`config.mk`:
```
export PLATFORM = sky130hd
export DESIGN_NAME = time_binned_average_history_core_flat
export DESIGN_NICKNAME = d
export VERILOG_FILES = /design/src/hdl/tbah_pkg.sv /design/src/hdl/tbah_if.sv /design/src/hdl/time_binned_average_history_core.sv /design/src/hdl/tbah_ram.sv /design/src/hdl/tbah_div.sv /design/src/hdl/tbah_front.sv /design/src/hdl/tbah_back.sv /design/src/flat_wrapper.sv
export SDC_FILE = /design/constraint.sdc
export NUM_CORES = 2
export LEC_CHECK = 0
export BUFFER_PORTS_ARGS = -buffer_cell sky130_fd_sc_hd__buf_2
export CAP_MARGIN = 10
export CORE_MARGIN = 2
export CORE_UTILIZATION = 45
export CTS_BUF_LIST = sky130_fd_sc_hd__clkbuf_8 sky130_fd_sc_hd__clkbuf_16
export CTS_CLUSTER_DIAMETER = 120
export DETAILED_ROUTE_END_ITERATION = 10
export GPL_TIMING_DRIVEN = 0
export PLACE_DENSITY = 0.63
export SYNTH_ARGS = -nofsm -noshare
export SYNTH_HDL_FRONTEND = slang
export SYNTH_SLANG_ARGS = --single-unit
export TNS_END_PERCENT = 10
```
`constraint.sdc`:
```
create_clock -name clk -period 5.6 [get_ports clk]
set_input_delay 0.84 -clock clk [delete_from_list [all_inputs] [get_ports clk]]
set_output_delay 0.84 -clock clk [all_outputs]
set_load 0.01 [all_outputs]
```
`src/hdl/tbah_pkg.sv`:
```
`timescale 1ns / 1ps
package tbah_pkg;
	localparam int NB_POINTS = 32;
	localparam int ADDR_W = (NB_POINTS > 1) ? $clog2(NB_POINTS) : 1;
	localparam int CNT_W = ADDR_W + 1;
	localparam logic [31:0] NB_POINTS_W = 32'(NB_POINTS);
	localparam logic [31:0] LAST_SLOT_W = 32'(NB_POINTS - 1);

	localparam logic [15:0] RESET_UNDEF = 16'hFFFF;
	localparam logic [7:0] RESET_BIN_SECONDS = 8'd30;

	localparam int CFG_IDX_W = 1;
	localparam int CFG_DATA_W = 16;
	localparam logic [CFG_IDX_W-1:0] REG_BIN_SECONDS = CFG_IDX_W'(0);
	localparam logic [CFG_IDX_W-1:0] REG_UNDEF_CODE = CFG_IDX_W'(1);

	localparam logic REQ_SAMPLE = 1'b0;
	localparam logic REQ_READ = 1'b1;

	typedef struct packed {
		logic is_read;
		logic [31:0] elapsed;
		logic [15:0] value;
		logic [4:0] rslot;
	} tbah_cmd_t;
endpackage

```
`src/hdl/tbah_if.sv`:
```
`timescale 1ns / 1ps
interface tbah_in_if;
	logic valid;
	logic ready;
	logic req_type;
	logic [31:0] timestamp;
	logic [15:0] sample_value;
	logic [4:0] read_slot;

	modport source(output valid, req_type, timestamp, sample_value, read_slot, input ready);
	modport sink(input valid, req_type, timestamp, sample_value, read_slot, output ready);
endinterface

interface tbah_out_if;
	logic valid;
	logic ready;
	logic [4:0] slot_index;
	logic [15:0] slot_value;
	logic slot_empty;

	modport source(output valid, slot_index, slot_value, slot_empty, input ready);
	modport sink(input valid, slot_index, slot_value, slot_empty, output ready);
endinterface

```
`src/hdl/time_binned_average_history_core.sv`:
```
// A read request goes from the queue through the idle, read-wait and done states before its word is raised.
// A sample runs two 32-step serial divides (bin number and bin average),
// plus a shift of the whole history when the history has to move.
// The back end handles one request at a time; a two-entry queue takes new requests meanwhile.
// Reset clears all control state; every history slot then reads as 65535.
`timescale 1ns / 1ps
module time_binned_average_history_core (
	input logic clk,
	input logic arst_n,
	input logic cfg_we,
	input logic [tbah_pkg::CFG_IDX_W-1:0] cfg_index,
	input logic [tbah_pkg::CFG_DATA_W-1:0] cfg_data,
	tbah_in_if.sink req,
	tbah_out_if.source rsp
);
	import tbah_pkg::*;

	logic [7:0] bin_seconds_q;
	logic [15:0] undef_code_q;
	logic cmd_valid;
	tbah_cmd_t cmd;
	logic cmd_pop;

	always_ff @(posedge clk or negedge arst_n) begin
		if (!arst_n) begin
			bin_seconds_q <= RESET_BIN_SECONDS;
			undef_code_q <= RESET_UNDEF;
		end else if (cfg_we) begin
			case (cfg_index)
				REG_BIN_SECONDS: begin
					bin_seconds_q <= cfg_data[7:0];
				end
				REG_UNDEF_CODE: begin
					undef_code_q <= cfg_data[15:0];
				end
				default: begin
				end
			endcase
		end
	end

	tbah_front u_front (
		.clk(clk),
		.arst_n(arst_n),
		.req(req),
		.cmd_valid(cmd_valid),
		.cmd(cmd),
		.cmd_pop(cmd_pop)
	);

	tbah_back u_back (
		.clk(clk),
		.arst_n(arst_n),
		.cmd_valid(cmd_valid),
		.cmd(cmd),
		.cmd_pop(cmd_pop),
		.bin_seconds(bin_seconds_q),
		.undef_code(undef_code_q),
		.rsp(rsp)
	);
endmodule

```
`src/hdl/tbah_ram.sv`:
```
`timescale 1ns / 1ps
module tbah_ram #(
	parameter int WIDTH = 16,
	parameter int DEPTH = 32
) (
	input logic clk,
	input logic we,
	input logic [((DEPTH > 1) ? $clog2(DEPTH) : 1)-1:0] waddr,
	input logic [WIDTH-1:0] wdata,
	input logic [((DEPTH > 1) ? $clog2(DEPTH) : 1)-1:0] raddr,
	output logic [WIDTH-1:0] rdata
);
	logic [WIDTH-1:0] mem_q [DEPTH];
	logic [WIDTH-1:0] rdata_q;

	always_ff @(posedge clk) begin
		if (we) begin
			mem_q[waddr] <= wdata;
		end
		rdata_q <= mem_q[raddr];
	end

	assign rdata = rdata_q;
endmodule

```
`src/hdl/tbah_div.sv`:
```
`timescale 1ns / 1ps
module tbah_div (
	input logic clk,
	input logic arst_n,
	input logic start,
	input logic [31:0] dividend,
	input logic [15:0] divisor,
	output logic busy,
	output logic done,
	output logic [31:0] quotient
);
	import tbah_pkg::*;

	localparam logic [4:0] LAST_STEP = 5'd31;

	logic busy_q;
	logic done_q;
	logic [4:0] cnt_q;
	logic [31:0] quo_q;
	logic [15:0] rem_q;
	logic [15:0] dvs_q;
	logic [16:0] shifted;
	logic [16:0] trial;

	assign shifted = {rem_q, quo_q[31]};
	assign trial = shifted - {1'b0, dvs_q};

	always_ff @(posedge clk or negedge arst_n) begin
		if (!arst_n) begin
			busy_q <= 1'b0;
			done_q <= 1'b0;
			cnt_q <= '0;
		end else begin
			done_q <= !start && busy_q && (cnt_q == LAST_STEP);
			if (start) begin
				busy_q <= 1'b1;
				cnt_q <= '0;
			end else if (busy_q) begin
				if (cnt_q == LAST_STEP) begin
					busy_q <= 1'b0;
				end
				cnt_q <= cnt_q + 5'd1;
			end
		end
	end

	always_ff @(posedge clk) begin
		if (start) begin
			quo_q <= dividend;
			rem_q <= '0;
			dvs_q <= divisor;
		end else if (busy_q) begin
			if (!trial[16]) begin
				rem_q <= trial[15:0];
				quo_q <= {quo_q[30:0], 1'b1};
			end else begin
				rem_q <= shifted[15:0];
				quo_q <= {quo_q[30:0], 1'b0};
			end
		end
	end

	assign busy = busy_q;
	assign done = done_q;
	assign quotient = quo_q;
endmodule

```
`src/hdl/tbah_front.sv`:
```
`timescale 1ns / 1ps
module tbah_front (
	input logic clk,
	input logic arst_n,
	tbah_in_if.sink req,
	output logic cmd_valid,
	output tbah_pkg::tbah_cmd_t cmd,
	input logic cmd_pop
);
	import tbah_pkg::*;

	localparam int QDEPTH = 2;
	localparam int QPTR_W = 1;
	localparam logic [QPTR_W:0] QFULL = (QPTR_W + 1)'(QDEPTH);

	tbah_cmd_t entry_q [QDEPTH];
	logic [QPTR_W-1:0] wr_ptr_q;
	logic [QPTR_W-1:0] rd_ptr_q;
	logic [QPTR_W:0] cnt_q;
	logic started_q;
	logic [31:0] start_q;
	logic accept;
	logic is_sample;
	logic [31:0] start_eff;
	tbah_cmd_t new_cmd;

	assign req.ready = (cnt_q != QFULL);
	assign accept = req.valid && req.ready;
	assign is_sample = (req.req_type == REQ_SAMPLE);
	assign start_eff = started_q ? start_q : req.timestamp;

	always_comb begin
		new_cmd.is_read = (req.req_type == REQ_READ);
		new_cmd.elapsed = (req.timestamp >= start_eff) ? (req.timestamp - start_eff) : 32'd0;
		new_cmd.value = req.sample_value;
		new_cmd.rslot = req.read_slot;
	end

	always_ff @(posedge clk or negedge arst_n) begin
		if (!arst_n) begin
			wr_ptr_q <= '0;
			rd_ptr_q <= '0;
			cnt_q <= '0;
			started_q <= 1'b0;
			start_q <= '0;
		end else begin
			if (accept) begin
				wr_ptr_q <= wr_ptr_q + QPTR_W'(1);
				if (is_sample && !started_q) begin
					started_q <= 1'b1;
					start_q <= req.timestamp;
				end
			end
			if (cmd_pop) begin
				rd_ptr_q <= rd_ptr_q + QPTR_W'(1);
			end
			if (accept && !cmd_pop) begin
				cnt_q <= cnt_q + (QPTR_W + 1)'(1);
			end else if (!accept && cmd_pop) begin
				cnt_q <= cnt_q - (QPTR_W + 1)'(1);
			end
		end
	end

	always_ff @(posedge clk) begin
		if (accept) begin
			entry_q[wr_ptr_q] <= new_cmd;
		end
	end

	assign cmd_valid = (cnt_q != '0);
	assign cmd = entry_q[rd_ptr_q];

	a_no_overflow: assert property (@(posedge clk) disable iff (!arst_n)
		cnt_q <= QFULL)
		else $error("Command queue count exceeds its depth.");
	a_pop_nonempty: assert property (@(posedge clk) disable iff (!arst_n)
		cmd_pop |-> cnt_q != '0)
		else $error("Command popped from an empty queue.");
	a_start_fixed: assert property (@(posedge clk) disable iff (!arst_n)
		$past(started_q) |-> $stable(start_q))
		else $error("Start time changed after the first sample.");
endmodule

```
`src/hdl/tbah_back.sv`:
```
`timescale 1ns / 1ps
module tbah_back (
	input logic clk,
	input logic arst_n,
	input logic cmd_valid,
	input tbah_pkg::tbah_cmd_t cmd,
	output logic cmd_pop,
	input logic [7:0] bin_seconds,
	input logic [15:0] undef_code,
	tbah_out_if.source rsp
);
	import tbah_pkg::*;

	localparam logic [3:0] S_IDLE = 4'd0;
	localparam logic [3:0] S_RD_WAIT = 4'd1;
	localparam logic [3:0] S_BIN_DIV = 4'd2;
	localparam logic [3:0] S_PLAN = 4'd3;
	localparam logic [3:0] S_SHIFT = 4'd4;
	localparam logic [3:0] S_ACC = 4'd5;
	localparam logic [3:0] S_AVG_GO = 4'd6;
	localparam logic [3:0] S_AVG_DIV = 4'd7;
	localparam logic [3:0] S_DONE = 4'd8;

	localparam logic [CNT_W-1:0] NB_CNT = CNT_W'(NB_POINTS);

	logic [3:0] state_q;
	logic [NB_POINTS-1:0] slot_vld_q;
	logic [31:0] prev_bin_q;
	logic [31:0] sum_q;
	logic [15:0] count_q;
	logic rsp_valid_q;
	logic [4:0] rsp_index_q;
	logic [15:0] rsp_value_q;
	logic rsp_empty_q;

	logic is_read_q;
	logic [15:0] sval_q;
	logic [31:0] bin_q;
	logic newer_q;
	logic in_range_q;
	logic [ADDR_W-1:0] slot_q;
	logic [4:0] idx_q;
	logic [15:0] val_q;
	logic [CNT_W-1:0] shift_q;
	logic [CNT_W-1:0] sh_cnt_q;
	logic src_ok_s1;
	logic src_vld_s1;

	logic div_start;
	logic div_busy;
	logic div_done;
	logic [31:0] div_dividend;
	logic [15:0] div_divisor;
	logic [31:0] div_quotient;
	logic [7:0] bin_len;

	logic ram_we;
	logic [ADDR_W-1:0] ram_waddr;
	logic [15:0] ram_wdata;
	logic [ADDR_W-1:0] ram_raddr;
	logic [15:0] ram_rdata;

	logic [CNT_W:0] src;
	logic src_ok;
	logic [31:0] base;
	logic [31:0] amt;
	logic out_free;
	logic fire;
	logic [31:0] acc_sum;
	logic [15:0] acc_cnt;
	logic [15:0] shift_data;

	assign bin_len = (bin_seconds == 8'd0) ? 8'd1 : bin_seconds;
	assign out_free = !rsp_valid_q || rsp.ready;
	assign fire = (state_q == S_DONE) && out_free;
	assign cmd_pop = (state_q == S_IDLE) && cmd_valid;

	assign src = {1'b0, sh_cnt_q} + {1'b0, shift_q};
	assign src_ok = (sh_cnt_q < NB_CNT) && (src < {1'b0, NB_CNT});
	assign base = (prev_bin_q > LAST_SLOT_W) ? prev_bin_q : LAST_SLOT_W;
	assign amt = bin_q - base;
	assign acc_sum = newer_q ? 32'd0 : sum_q;
	assign acc_cnt = newer_q ? 16'd0 : count_q;
	assign shift_data = src_ok_s1 ? (src_vld_s1 ? ram_rdata : RESET_UNDEF) : undef_code;

	assign div_start = (cmd_pop && !cmd.is_read) || (state_q == S_AVG_GO);
	assign div_dividend = (state_q == S_IDLE) ? cmd.elapsed : sum_q;
	assign div_divisor = (state_q == S_IDLE) ? {8'd0, bin_len} : count_q;

	always_comb begin
		ram_we = 1'b0;
		ram_waddr = slot_q;
		ram_wdata = val_q;
		ram_raddr = '0;
		case (state_q)
			S_IDLE: begin
				ram_raddr = ADDR_W'(cmd.rslot);
			end
			S_SHIFT: begin
				ram_raddr = ADDR_W'(src);
				ram_we = (sh_cnt_q != '0);
				ram_waddr = ADDR_W'(sh_cnt_q - CNT_W'(1));
				ram_wdata = shift_data;
			end
			S_DONE: begin
				ram_we = fire && !is_read_q;
			end
			default: begin
			end
		endcase
	end

	always_ff @(posedge clk or negedge arst_n) begin
		if (!arst_n) begin
			state_q <= S_IDLE;
			slot_vld_q <= '0;
			prev_bin_q <= '0;
			sum_q <= '0;
			count_q <= '0;
			rsp_valid_q <= 1'b0;
		end else begin
			if (fire) begin
				rsp_valid_q <= 1'b1;
			end else if (rsp_valid_q && rsp.ready) begin
				rsp_valid_q <= 1'b0;
			end
			case (state_q)
				S_IDLE: begin
					if (cmd_valid) begin
						state_q <= cmd.is_read ? S_RD_WAIT : S_BIN_DIV;
					end
				end
				S_RD_WAIT: begin
					state_q <= S_DONE;
				end
				S_BIN_DIV: begin
					if (div_done) begin
						state_q <= S_PLAN;
					end
				end
				S_PLAN: begin
					if (bin_q > prev_bin_q && bin_q >= NB_POINTS_W) begin
						state_q <= S_SHIFT;
					end else begin
						state_q <= S_ACC;
					end
				end
				S_SHIFT: begin
					if (sh_cnt_q != '0) begin
						slot_vld_q[ADDR_W'(sh_cnt_q - CNT_W'(1))] <= 1'b1;
					end
					if (sh_cnt_q == NB_CNT) begin
						state_q <= S_ACC;
					end
				end
				S_ACC: begin
					if (acc_cnt != 16'hFFFF) begin
						sum_q <= acc_sum + {16'd0, sval_q};
						count_q <= acc_cnt + 16'd1;
					end else begin
						sum_q <= acc_sum;
						count_q <= acc_cnt;
					end
					state_q <= S_AVG_GO;
				end
				S_AVG_GO: begin
					state_q <= S_AVG_DIV;
				end
				S_AVG_DIV: begin
					if (div_done) begin
						prev_bin_q <= bin_q;
						state_q <= S_DONE;
					end
				end
				S_DONE: begin
					if (out_free) begin
						if (!is_read_q) begin
							slot_vld_q[slot_q] <= 1'b1;
						end
						state_q <= S_IDLE;
					end
				end
				default: begin
					state_q <= S_IDLE;
				end
			endcase
		end
	end

	always_ff @(posedge clk) begin
		case (state_q)
			S_IDLE: begin
				is_read_q <= cmd.is_read;
				sval_q <= cmd.value;
				idx_q <= cmd.rslot;
				slot_q <= ADDR_W'(cmd.rslot);
				in_range_q <= (32'(cmd.rslot) < NB_POINTS_W);
			end
			S_RD_WAIT: begin
				val_q <= in_range_q ?
					(slot_vld_q[slot_q] ? ram_rdata : RESET_UNDEF) : undef_code;
			end
			S_BIN_DIV: begin
				bin_q <= div_quotient;
			end
			S_PLAN: begin
				newer_q <= (bin_q > prev_bin_q);
				shift_q <= (amt >= NB_POINTS_W) ? NB_CNT : CNT_W'(amt);
				sh_cnt_q <= '0;
			end
			S_SHIFT: begin
				src_ok_s1 <= src_ok;
				src_vld_s1 <= slot_vld_q[ADDR_W'(src)];
				sh_cnt_q <= sh_cnt_q + CNT_W'(1);
			end
			S_AVG_DIV: begin
				val_q <= div_quotient[15:0];
				slot_q <= (bin_q < NB_POINTS_W) ? ADDR_W'(bin_q) : ADDR_W'(LAST_SLOT_W);
				idx_q <= (bin_q < NB_POINTS_W) ? 5'(bin_q) : 5'(LAST_SLOT_W);
			end
			S_DONE: begin
				if (out_free) begin
					rsp_index_q <= idx_q;
					rsp_value_q <= val_q;
					rsp_empty_q <= (val_q == undef_code);
				end
			end
			default: begin
			end
		endcase
	end

	tbah_div u_div (
		.clk(clk),
		.arst_n(arst_n),
		.start(div_start),
		.dividend(div_dividend),
		.divisor(div_divisor),
		.busy(div_busy),
		.done(div_done),
		.quotient(div_quotient)
	);

	tbah_ram #(
		.WIDTH(16),
		.DEPTH(NB_POINTS)
	) u_hist (
		.clk(clk),
		.we(ram_we),
		.waddr(ram_waddr),
		.wdata(ram_wdata),
		.raddr(ram_raddr),
		.rdata(ram_rdata)
	);

	assign rsp.valid = rsp_valid_q;
	assign rsp.slot_index = rsp_index_q;
	assign rsp.slot_value = rsp_value_q;
	assign rsp.slot_empty = rsp_empty_q;

	a_shift_bound: assert property (@(posedge clk) disable iff (!arst_n)
		state_q == S_SHIFT |-> sh_cnt_q <= NB_CNT)
		else $error("History shift counter ran past the last slot.");
	a_word_from_done: assert property (@(posedge clk) disable iff (!arst_n)
		$rose(rsp_valid_q) |-> $past(state_q == S_DONE))
		else $error("Result word raised outside the completion state.");
	a_div_idle: assert property (@(posedge clk) disable iff (!arst_n)
		div_start |-> !div_busy)
		else $error("Divider started while busy.");
	a_count_nonzero: assert property (@(posedge clk) disable iff (!arst_n)
		state_q == S_AVG_GO |-> count_q != 16'd0)
		else $error("Average taken over an empty bin.");
endmodule
```
`src/flat_wrapper.sv`:
```
// flat-port wrapper written by rule: the top's interface ports become plain ports
module time_binned_average_history_core_flat import tbah_pkg::*;
  (clk, arst_n, cfg_we, cfg_index, cfg_data, req_valid, req_req_type, req_timestamp, req_sample_value, req_read_slot, req_ready, rsp_valid, rsp_slot_index, rsp_slot_value, rsp_slot_empty, rsp_ready);
  tbah_in_if req_i ();
  tbah_out_if rsp_i ();
  input logic clk;
  input logic arst_n;
  input logic cfg_we;
  input logic [tbah_pkg::CFG_IDX_W-1:0] cfg_index;
  input logic [tbah_pkg::CFG_DATA_W-1:0] cfg_data;
  input wire logic [$bits(req_i.valid)-1:0] req_valid;
  input wire logic [$bits(req_i.req_type)-1:0] req_req_type;
  input wire logic [$bits(req_i.timestamp)-1:0] req_timestamp;
  input wire logic [$bits(req_i.sample_value)-1:0] req_sample_value;
  input wire logic [$bits(req_i.read_slot)-1:0] req_read_slot;
  output wire logic [$bits(req_i.ready)-1:0] req_ready;
  output wire logic [$bits(rsp_i.valid)-1:0] rsp_valid;
  output wire logic [$bits(rsp_i.slot_index)-1:0] rsp_slot_index;
  output wire logic [$bits(rsp_i.slot_value)-1:0] rsp_slot_value;
  output wire logic [$bits(rsp_i.slot_empty)-1:0] rsp_slot_empty;
  input wire logic [$bits(rsp_i.ready)-1:0] rsp_ready;
  assign req_i.valid = req_valid;
  assign req_i.req_type = req_req_type;
  assign req_i.timestamp = req_timestamp;
  assign req_i.sample_value = req_sample_value;
  assign req_i.read_slot = req_read_slot;
  assign req_ready = req_i.ready;
  assign rsp_valid = rsp_i.valid;
  assign rsp_slot_index = rsp_i.slot_index;
  assign rsp_slot_value = rsp_i.slot_value;
  assign rsp_slot_empty = rsp_i.slot_empty;
  assign rsp_i.ready = rsp_ready;
  time_binned_average_history_core u_core (.clk(clk), .arst_n(arst_n), .cfg_we(cfg_we), .cfg_index(cfg_index), .cfg_data(cfg_data), .req(req_i), .rsp(rsp_i));
endmodule
```
Word-level counts from Yosys, hierarchy flattened
Memories as Yosys holds them, arrays and structs flattened. A register that Yosys moved wholly into a read port is not among the register bits.
Cells that the tools add are included.
{ "classes": {"n_addsub": 13, "order_cmp": 13, "eq_ne": 20, "mux": 58, "bitwise": 4, "reduce_logical": 42} }
{ "ops": {"columns": ["operator", "count"], "rows": [
  ["$mux 32", 11],
  ["$mux 16", 7],
  ["$ge 32x6->1 const B", 2],
  ["$or 32x32->32", 2],
  ["$pmux 32 s2", 1],
  ["$sub 32x32->32", 2],
  ["$pmux 4 s9", 1],
  ["$add 32x16->32", 1],
  ["$ge 32x32->1", 1],
  ["$gt 32x32->1", 1],
  ["$gt 32x5->1 const B", 1],
  ["$lt 32x6->1 const B", 1],
  ["$pmux 16 s2", 1],
  ["$mux 4", 5],
  ["$mux 5", 4],
  ["$pmux 5 s2", 2],
  ["$lt 5x6->1 const B", 3],
  ["$sub 17x16->17", 1],
  ["$add 16x1->16 const B", 1],
  ["$eq 16x16->1", 1],
  ["$eq 4x3->1 const B", 4],
  ["$mux 8", 2],
  ["$ne 16x16->1 const B", 1],
  ["$reduce_bool 2->1", 8],
  ["33 further kinds", 86]
]} }
{ "word_totals": {"reg_bits": 356, "mem_bits_rw": 620, "in_bits": 76, "output_inout_bits": 24, "word_cells": 185, "n_memories": 2} }
{ "memory_table": {"columns": ["memory", "depth", "width", "read_ports", "rd_clocked_by_memory_dff", "write_ports", "line", "rtl"], "rows": [
  ["u_core.u_back.u_hist.mem_q", 32, 16, 1, 1, 1, "tbah_ram.sv:13", "logic [WIDTH-1:0] mem_q [DEPTH];"],
  ["u_core.u_front.entry_q", 2, 54, 1, 0, 1, "tbah_front.sv:16", "tbah_cmd_t entry_q [QDEPTH];"]
]} }

Longest topological paths before layout
{ "logic_depth": {"word_depth": 8, "depth_mapped": 17, "depth_no_buf": 16} }

Hierarchy
A second synthesis with hierarchy kept.
{ "hier_totals": {"cells_unflattened": 3669, "hier_area_um2": 47609.4} }
{ "by_module_without_submodules": {"columns": ["mod", "instances", "cells_per_inst", "area_per_inst_um2", "seq_area_each_um2"], "rows": [
  ["tbah_ram", 1, 1143, 20534.7, 15695.1],
  ["tbah_back", 1, 1525, 14574.0, 6140.9],
  ["tbah_front", 1, 630, 7767.4, 4169.0],
  ["tbah_div", 1, 319, 3809.9, 1936.9],
  ["time_binned_average_history_core", 1, 52, 923.4, 625.6]
]} }

Worst setup path before layout
OpenSTA, ideal clock, no wires.
{ "synth_path": {"path_kind": "register to register", "startpoint": "reg u_core.u_back.prev_bin_q[31]", "endpoint": "reg u_core.u_back.shift_q[5], data pin", "setup_ns": 0.265, "arrival_time_ns": 3.801, "required_ns": 5.335, "slack_ns": 1.533, "path_stages_with_launch": 17, "n_path_buf": 0, "synth_period_minus_slack_ns": 4.067, "cell_sequence": "dfrtp_1 -> nor4_1 -> nand4_1 -> nor2_1 -> or2_2 -> ha_1 -> fa_1 -> nand2b_1 -> a211oi_2 -> o21ai_2 -> a211oi_2 -> or2_1 -> a21oi_1 -> or4_4 -> a2111oi_4 -> nand4b_4 -> or3_1"} }
{ "synth_between": {"elab_chain_len": 4} }
{ "synth_rtl": {"columns": ["item", "line", "rtl"], "rows": [
  ["start: declaration", "tbah_back.sv:28", "logic [31:0] prev_bin_q;"],
  ["start signal: assignment", "tbah_back.sv:171", "prev_bin_q <= bin_q;"],
  ["$gt 32x5->1", "tbah_back.sv:80", "assign base = (prev_bin_q > LAST_SLOT_W) ? prev_bin_q : LAST_SLOT_W;"],
  ["$mux 32 *", "tbah_back.sv:80", null],
  ["$sub 32x32->32 *", "tbah_back.sv:81", "assign amt = bin_q - base;"],
  ["$ge 32x6->1", "tbah_back.sv:208", "shift_q <= (amt >= NB_POINTS_W) ? NB_CNT : CNT_W'(amt);"],
  ["end signal: assignment", "tbah_back.sv:208", null],
  ["end: declaration", "tbah_back.sv:44", "logic [CNT_W-1:0] shift_q;"]
]} }
Every way passes the cells marked *; elsewhere a longest branch is shown, timed or not.
A chain may end at the register's enable or synchronous reset.

Worst setup path after layout
{ "layout_path": {"startpoint": "reg u_core.u_back.sh_cnt_q[0]", "endpoint": "reg u_core.u_back.u_hist.rdata_q[5] (netlist: u_core.u_back.u_hist.rdata[5]), read port of u_core.u_back.u_hist.mem_q"} }
{ "layout_between": {"elab_chain_len": 2} }
{ "layout_rtl": {"columns": ["item", "line", "rtl"], "rows": [
  ["start: declaration", "tbah_back.sv:45", "logic [CNT_W-1:0] sh_cnt_q;"],
  ["start signal: assignment", "tbah_back.sv:214", "sh_cnt_q <= sh_cnt_q + CNT_W'(1);"],
  ["$add 6x6->7", "tbah_back.sv:78", "assign src = {1'b0, sh_cnt_q} + {1'b0, shift_q};"],
  ["$pmux 5 s2", "tbah_back.sv:95", "case (state_q)"],
  ["end: declaration", "tbah_ram.sv:14", "logic [WIDTH-1:0] rdata_q;"]
]} }
Every way passes these cells.

==> impl_results.md <==
- Run status: finished clean
- Hold_ws: 114 ps
- Die H: 328 um
- CP endpoint kind: flip-flop
- Layout cells sized above 1: 12.8%
- Initial DRC Count: 3,493
- DRC Markers: 0
- Initial antenna violation count: 6
- WP data required: 6230 ps
- Crit path from: u_core.u_back.sh_cnt_q[0]
- Vias in the first global route: 31,300
- Die footprint: 0.107 mm^2
- Post-synth EDFFs: 775
- Compound-Gate Fraction of Synth Area: 13.5%
- CTS tree: built
- Post-synthesis xor/xnor area fraction: 2.08%
- CP Class: reg2reg
- Pwr Total: 17.8 mW
- Pins Over Slew Limit: 0
- Core ar.: 0.104 mm^2
- # port buffers: 99
- Buffers and inverters on the worst path: 4
- Multi-input gate area: 0.0175 mm^2
- Total track usage: 24.2%
- Worst r2r src: u_core.u_back.sh_cnt_q[0]
- Flop and latch count out of synthesis: 992
- RePlAce Congestion: 0.993
- Max Clk Rate: 186 MHz
- R2R cell count: 11
- Max_slew headroom: 14.4%
- Ys Warns: 0
- Largest family of logic cells by synthesized area: compound AO/OA/AOI/OAI gates
- Root Driver: clkbuf_16
- Synthesized Nets: 4,138
- Die X-Extent: 328 um
- Post-Syn Area: 0.0471 mm^2
- Startpoint types: flip-flop
- Critical Path Slowest Stage Cell: a211oi_1
- Yosys cell types: 95
- Total global routing overflow: 0
- Clk sinks: 992
- Worst Tran Pin Value: 1280 ps
- Reg2reg setup slack: 220 ps
- Io pins: 100
- Static Leak: 21.1 nW
- Max rail drop VDD: 0.248 mV
- Final setup viols: 0
- Vias per cell: 5.85
- Critical path, cell by cell: ha_1 > clkbuf_1 > a22o_1 > buf_2 > clkbuf_1 > clkbuf_1 > nand2_1 > a31oi_1 > a211oi_1 > a211oi_1 > a21o_1
- Period utilization: 96.1%
- Syn avg cell area: 12.0 um^2
- Fin crit period: 5380 ps
- Longest Clk Path Bufs: 3
- DP Area: 0.0502 mm^2
- Synth Instances: 3,915
- Total wire length: 132 mm
- Iteration count of the initial detailed-routing pass: 6
- Via count: 33,000
- Initial core utilization: 45.5%
- Most used cell, CP: clkbuf_1
- Primary FF master, synth: edfxtp_1
- Crit-path max FO: 10
- Clock slew at reported path FFs: 70 ps
- Number of core rows: 118
- Clk_lat worst skew: 700 ps
- Hold Crit Class: in2async
- Finished Layout Cells: 5,632
- Critical path's largest stage delay: 1050 ps
- Cells after DPL: 5,434
- Largest net degree at the start of global routing: 108
- Register area: 0.0286 mm^2
- Post-DP HPWL: 94.7 mm
- WP data arrival: 6010 ps
- Simple-gate share of the synthesized area: 11.7%
- Adder-Cell Fraction of Synth Area: 3.98%
- Post-synthesis sequential area ratio: 60.6%
- Final Skew: 27.1 ps
- Max_cap viols: 0
- Num CTS Buffers: 104
- Routed len/inst: 23.4 um
- Post-layout util: 52.0%
- NumNets Final: 4,384
- Pwr/cell area: 329 mW/mm^2
- First-pass GRT wire length: 196 mm
- Cell area after layout: 0.0539 mm^2
- Reg-to-Reg End: u_core.u_back.u_hist.rdata[5]
- Top delay family on crit path: buffers and inverters
- Fin. Hold Viols: 0
- Fillers: 8,959
- Detail Route Antenna Nets: 0
- RSZ-0062 raised after global routing: no
- Async SR Flop Fraction: 18.6%
- H-tree levels: 3
- Mux contribution to synthesized area: 5.36%
- Layout area overhead: 14.5%
placed cells by master (no fill, tap or decap), types with 23 or more instances in the layout:
cell,instances
edfxtp_1,775
nand2_1,522
a211oi_1,183
clkbuf_1,182
o21ai_0,167
dfrtp_1,165
nor2_1,158
a21oi_1,144
ha_1,142
inv_1,141
and2_1,117
mux2_2,111
buf_2,109
clkbuf_16,106
a21o_1,94
mux2i_1,86
a31oi_1,83
xnor2_1,69
a311oi_1,66
nand3_1,62
nor2b_1,51
o22ai_1,50
nor3_1,42
xor2_1,41
nand4_1,33
dfxtp_1,32
nand2b_1,29
nor4_1,26
and3_1,23
cells in the mapped netlist, types with 11 or more instances:
cell | number | area share (%)
mux2_2 | 111 | 2.7
and2_0 | 19 | 0.25
nand3b_1 | 12 | 0.19
xor2_1 | 41 | 0.76
dfstp_2 | 20 | 1.1
o21ai_0 | 183 | 1.9
o22a_1 | 19 | 0.35
buf_2 | 11 | 0.12
mux4_2 | 18 | 0.86
dfrtp_1 | 165 | 8.8
o22ai_1 | 50 | 0.66
nor4_1 | 26 | 0.35
clkbuf_1 | 183 | 1.5
nand4_1 | 33 | 0.44
inv_1 | 127 | 1.0
a311oi_1 | 66 | 1.2
dfxtp_1 | 32 | 1.4
nand2b_1 | 29 | 0.39
o21a_1 | 13 | 0.21
nand3_1 | 62 | 0.66
o21bai_1 | 11 | 0.18
mux2i_1 | 87 | 1.8
and3_1 | 24 | 0.32
xnor2_1 | 69 | 1.3
or3_1 | 16 | 0.21
nor2_1 | 179 | 1.4
a31oi_1 | 83 | 1.1
nor2b_1 | 51 | 0.68
nor3_1 | 42 | 0.45
a211oi_1 | 183 | 2.9
edfxtp_1 | 775 | 49
and2_1 | 117 | 1.6
a21oi_1 | 144 | 1.5
nand2_1 | 522 | 4.2
a21o_1 | 94 | 1.5
ha_1 | 142 | 3.8
report_power, final:
part           leakage [nW]  internal, mW  total, mW  switching (mW)
registers              10.9          8.43       8.59           0.157
logic                  8.30         0.752       1.87            1.12
clock network          1.84          4.34       7.31            2.97
routing by layer:
layer	GRT usage [%]	up-vias	wire, um
met5	0	-	40
met4	6.83	8	3440
met3	4.94	204	11000
met2	36.5	1268	58400
met1	35.4	16300	58700
li1	-	15200	-
worst register-to-register path, delay by kind of cell, from the launching register on:
kind	cells	cell delay (ps)
AO/OA/AOI/OAI	5	1910
buffers and inverters	4	2410
flip-flops	1	540
adder cells (fa/ha/maj)	1	340
AND/OR/NAND/NOR	1	120
cell type report:
type / count / share of cell area (%)
Inverter: 129 / 0.898
Timing Repair Buffer: 140 / 2.25
Clock inverter: 83 / 1.66
Sequential cell: 992 / 53.0
Clock buffer: 113 / 5.10
Tap cell: 1380 / 3.20
Multi-Input combinational cell: 2584 / 32.4
Antenna cell: 1 / 0.00464
Buffer: 210 / 1.54
logic make-up after synthesis:
kind of cell             Yosys count
AND/OR/NAND/NOR                 1165
flip-flops                       992
AO/OA/AOI/OAI                    945
buffers and inverters            339
multiplexers                     216
adder cells (fa/ha/maj)          147
XOR/XNOR                         111
state kept, by name, summed over array words and instances (netlist names), 2 cells and up:
register,flops
u_core.u_back.sh_cnt_q,6
u_core.u_back.prev_bin_q,32
u_core.bin_seconds_q,8
u_core.u_back.u_div.rem_q,16
u_core.u_back.u_hist.mem_q,512
u_core.u_back.u_hist.rdata,16
u_core.u_back.u_div.cnt_q,5
u_core.undef_code_q,16
u_core.u_back.shift_q,6
u_core.u_back.count_q,16
u_core.u_front.entry_q,108
u_core.u_back.val_q,16
u_core.u_back.u_div.quotient,32
u_core.u_front.start_q,32
u_core.u_back.sval_q,16
u_core.u_back.sum_q,32
u_core.u_front.cnt_q,2
u_core.u_back.idx_q,5
u_core.u_back.slot_vld_q,32
u_core.u_back.rsp.slot_index,5
u_core.u_back.u_div.dvs_q,16
u_core.u_back.rsp.slot_value,16
u_core.u_back.bin_q,32
u_core.u_back.state_q,4
timing repair:
item                                    in CTS  in global routing
hold buffers                                 0                  0
hold endpoints to repair                     0                  0
endpoints found under the setup margin       0                  5
gates resized for setup                      0                  1
buffers inserted                             0                  0
metrics by stage:
stage	setup WS, ps	setup TNS (ps)
floorplan	1530	0
global placement	-460	-120860
detailed placement	450	0
CTS	407	0
global route	77.6	0
finish	218	0
how the worst max path moves through the flow:
stage	endpoint	slack, ps	cells past startpoint
floorplan	u_core.u_back.shift_q[5]	1530	16
global placement	u_core.u_back.u_hist.mem_q[31][9]	-460	7
detailed placement	u_core.u_back.shift_q[3]	450	15
CTS	u_core.u_back.shift_q[3]	410	15
global route	u_core.u_back.sum_q[23]	80	16
finish	u_core.u_back.u_hist.rdata[5]	220	11
Power figures use the tool's default switching activity.
